`config.mk`:
```
export PLATFORM = sky130hd
export DESIGN_NAME = bwo_out_fifo
export DESIGN_NICKNAME = d
export VERILOG_FILES = /design/src/sv/bwo_pkg.sv /design/src/sv/bwo_out_fifo.sv
export SDC_FILE = /design/constraint.sdc
export NUM_CORES = 1
export LEC_CHECK = 0
export ABC_CLOCK_PERIOD_IN_PS = 1800
export BUFFER_PORTS_ARGS = -buffer_cell sky130_fd_sc_hd__buf_4
export CAP_MARGIN = 30
export CORE_MARGIN = 1
export CORE_UTILIZATION = 53
export CTS_BUF_LIST = sky130_fd_sc_hd__clkbuf_8
export DETAILED_ROUTE_END_ITERATION = 10
export GPL_TIMING_DRIVEN = 0
export PLACE_DENSITY = 0.78
export SLEW_MARGIN = 10
export SYNTH_ARGS = -nofsm -noshare
export SYNTH_HDL_FRONTEND = slang
export SYNTH_SLANG_ARGS = --single-unit
export TNS_END_PERCENT = 100
```
`constraint.sdc`:
```
create_clock -name i_clk -period 1.8 [get_ports i_clk]
set_input_delay 0 -clock i_clk [delete_from_list [all_inputs] [get_ports i_clk]]
set_output_delay 0 -clock i_clk [all_outputs]
set_load 0.05 [all_outputs]
```
`src/sv/bwo_pkg.sv`:
```
package bwo_pkg;

    // default limits of the block
    localparam int BWO_MAX_COLS   = 1024;
    localparam int BWO_MAX_ROWS   = 1024;
    localparam int BWO_MAX_WINDOW = 16;

    // fixed field widths
    localparam int DIM_W  = 11;
    localparam int WIN_W  = 5;
    localparam int POS_W  = 10;
    localparam int CFG_IW = 2;

    // configuration register indexes
    localparam logic [CFG_IW-1:0] CFG_FRAME_WIDTH  = 2'd0;
    localparam logic [CFG_IW-1:0] CFG_FRAME_HEIGHT = 2'd1;
    localparam logic [CFG_IW-1:0] CFG_WINDOW_SIZE  = 2'd2;

    // register reset values
    localparam logic [DIM_W-1:0] RST_FRAME_WIDTH  = 11'd1024;
    localparam logic [DIM_W-1:0] RST_FRAME_HEIGHT = 11'd1024;
    localparam logic [WIN_W-1:0] RST_WINDOW_SIZE  = 5'd1;

    // output queue
    localparam int FIFO_DEPTH = 4;
    localparam int FIFO_PW    = $clog2(FIFO_DEPTH);
    localparam int FIFO_CW    = $clog2(FIFO_DEPTH + 1);

    // control towards the column counter store
    typedef struct packed {
        logic vld;      // item issued this cycle
        logic obst;     // obstacle flag of the item
        logic clear;    // item closes the frame
    } t_col_req;

    // one result item
    typedef struct packed {
        logic             blocked;
        logic [POS_W-1:0] out_row;
        logic [POS_W-1:0] out_col;
        logic             row_end;
        logic             frame_end;
    } t_result;

endpackage

```
`src/sv/bwo_out_fifo.sv`:
```
module bwo_out_fifo import bwo_pkg::*; (
    input  logic               i_clk,
    input  logic               i_rst_n,
    input  logic               i_push,
    input  t_result            i_item,
    input  logic               i_stall,
    output logic               o_valid,
    output t_result            o_item,
    output logic [FIFO_CW-1:0] o_count
);

    t_result            r_mem [FIFO_DEPTH];
    logic [FIFO_PW-1:0] r_wr_ptr;
    logic [FIFO_PW-1:0] r_rd_ptr;
    logic [FIFO_CW-1:0] r_count;
    logic               pop;

    assign pop = (r_count != '0) && !i_stall;

    // storage
    always_ff @(posedge i_clk) begin
        if (i_push) begin
            r_mem[r_wr_ptr] <= i_item;
        end
    end

    // pointers and fill level
    always_ff @(posedge i_clk) begin
        if (!i_rst_n) begin
            r_wr_ptr <= '0;
            r_rd_ptr <= '0;
            r_count  <= '0;
        end else begin
            if (i_push) begin
                r_wr_ptr <= r_wr_ptr + FIFO_PW'(1);
            end
            if (pop) begin
                r_rd_ptr <= r_rd_ptr + FIFO_PW'(1);
            end
            if (i_push && !pop) begin
                r_count <= r_count + FIFO_CW'(1);
            end else if (!i_push && pop) begin
                r_count <= r_count - FIFO_CW'(1);
            end
        end
    end

    assign o_valid = (r_count != '0);
    assign o_item  = r_mem[r_rd_ptr];
    assign o_count = r_count;

endmodule

```
==> results.md <==
- Sw Ratio: 32.8%
- Seq cells post-synth: 101
- RSZ-0062 raised after global routing: yes
- Outcome: finished with violations
- Syn_nets: 198
- Critical Path AT: 2.10 ns
- Share of power burned in combinational logic: 33.6%
- Yosys warning count: 0
- Total core area: 6870 µm²
- Starting Density: 55.5%
- Mapped Cells: 165
- ANT cells: 0
- Drt wl/cell: 17.0 µm
- Vias in the first global route: 2019
- Largest stage delay, worst path: 0.36 ns
- Critical path's top delay family: simple AND/OR/NAND/NOR gates
- Cell breakdown of the critical path: nor3_4 > or2_4 > ha_4 > inv_2 > fa_2 > xor2_1 > or3_1 > a21boi_1
- Gr usage total: 17.9%
- Ratio of final minimum period to clock period: 101%
- Commonest non-fill, non-tap cell in the layout: edfxtp_1
- First-pass DRT Iterations: 4
- P_sw: 2.08 mW
- Internal: 4.25 mW
- Worst slew margin: 58.7%
- CTS Sinks: 101
- Largest net degree at the start of global routing: 18
- Via count: 1849
- Critical path class: reg2reg
- Final slew viol count: 0
- Remaining Overflow, GRT: 0
- CTS root buf: clkbuf_8
- Skew-Pair Late Insertion Delay: 0.35 ns
- Leakage power: 1.72 nW
- Crit end category: register
- # setup viols final: 1
- Port bufs: 53
- Die X: 86.8 µm
- Area growth from synthesis to layout: 28.8%
- Seq pwr share: 44.4%
- Layout cells sized above 1: 41.4%
- H-tree depth: 3
- TritonCTS buffer count: 9
- CP Launch Type: register
- Max Cap Viol: 0
- Detail Route Antenna Nets: 0
- Yosys cell types: 22
- Post-Synthesis Cell Area: 3810 µm²
- Worst slew pin tran: 0.620 ns
- Buffer depth of the longest clock path: 2
- Nets: 294
- CP Max Fanout: 2
- Worst VDD drop: 0.726 mV
- Total power divided by cell area: 1290 nW/µm²
- Final Hold Viols: 0
- Avg Inst Size Synth: 23.1 µm²
- Layout Skew: 0.0111 ns
- Dpl ws: -0.120 ns
- Layout Utilization: 71.5%
- # IOs: 54
- Rows: 30
- Clk pwr share: 22.0%
- Slowest-stage cell, CP: dfxtp_4
- Die Footprint: 7540 µm²
- Initial antenna violation count: 0
- DRT iter0 DRCs: 113
- FMAX: 548 MHz
- Final worst slack: -0.0239 ns
- Hold Path Class: in2reg
- Most frequent cells in the layout: edfxtp_1, buf_4, dlygate4sd3_1
- Failing checks: negative setup slack
- Die Y: 86.8 µm
- Post-synthesis sequential area ratio: 77.2%
- Minimum clock period: 1.82 ns
- First-pass GRT wire length: 9700 µm
- Placer Congestion: 0.696
- CTS tree: yes
- Vias per cell: 5.11
- Total Routed Length: 6150 µm
- Hold slack: 0.0349 ns
- Clock slew at reported path FFs: 0.09 ns
- Hpwl dp: 3980 µm
- Total power: 6.33 mW
- Crit path buffers/inverters: 1
- # DRC: 0
- Worst path required time: 2.08 ns
## flip-flops by register name, indices dropped and copies added (netlist names), named ones only
register	cells
r_rd_ptr	2
r_mem	92
r_wr_ptr	2
o_count	3
## area by class of cell
type | instances | area [µm²]
Fill cell | 437 | 1960
Buffer | 5 | 61.3
Sequential cell | 101 | 2950
Timing Repair Buffer | 85 | 746
Inverter | 4 | 15.0
Multi-Input combinational cell | 55 | 822
Tap cell | 96 | 120
Clock inverter | 7 | 73.8
Clock buffer | 9 | 124
## logic make-up (layout without fill, tap and decap cells)
| family | after synthesis | count (layout) | share of synthesized area (%) |
|---|---|---|---|
| DFF | 101 | 101 | 77.2 |
| muxes | 25 | 25 | 14.4 |
| and+or+nand+nor | 14 | 14 | 2.40 |
| buffers and inverters | 9 | 110 | 2.00 |
| AOI/OAI and AO/OA | 7 | 7 | 1.18 |
| adders and majority gates | 6 | 6 | 2.17 |
| xor gates and xnor gates | 3 | 3 | 0.689 |
## path summary, 6_finish.rpt
kind,start,cells past startpoint,to,slack [ns]
worst max-delay path,o_count[2],8,o_count[2],-0.02
worst min-delay path,i_push,3,r_wr_ptr[0],0.03
worst max register to register,o_count[2],8,o_count[2],-0.02
worst min register to register,r_rd_ptr[1],2,r_rd_ptr[1],0.52
## layer usage
layer | share of wire, % | track usage [%]
met4 | 0.37 | 4.70
met1 | 42 | 22.3
met5 | 0 | 0
met2 | 54 | 31.4
met3 | 3.1 | 4.67
## stage by stage
stage / setup TNS [ns] / cells / cell area (µm²)
floorplan: -0.0968 / 165 / 3850
global placement: -10.41 / 314 / 4360
detailed placement: -0.120 / 318 / 4440
CTS: -0.0302 / 362 / 4910
global route: -0.125 / 362 / 4910
finish: -0.0239 / 362 / 4910
## what timing repair did
item                                    4_1_cts  5_1_grt
endpoints found under the setup margin        1       31
endpoints found under the hold margin       101        0
hold buffers                                 26        0
buffers inserted                              2        0
pin swaps                                     2        0
gates resized for setup                       1        3
## synthesized netlist by cell type (all sizes together)
master  number  area share [%]
mux2i        2            0.52
dfxtp        9             4.7
and2         6            0.98
fa           1            0.52
or2          1            0.16
nand2b       1            0.16
o21ai        3            0.39
buf          5             1.6
a21boi       4            0.79
nor2b        2            0.33
inv          4            0.39
nor3         1            0.26
xor2         2            0.46
edfxtp      92              72
ha           5             1.6
xnor2        1            0.23
mux4        23              14
or3          3            0.49
## power groups by stage
stage | registers, mW | clock network, mW | logic (mW)
after floorplan | 2.95 | 0 | 1.42
after global placement | 2.87 | 0 | 2.01
after detailed placement | 2.87 | 0 | 2.05
after CTS | 2.81 | 1.42 | 2.15
after global routing | 2.83 | 1.52 | 2.24
final | 2.81 | 1.39 | 2.13
## worst min-delay path: stages
cell and delay, ns:
buf_4 0.13, xor2_1 0.06, and2_1 0.14
Power figures use the tool's default switching activity.
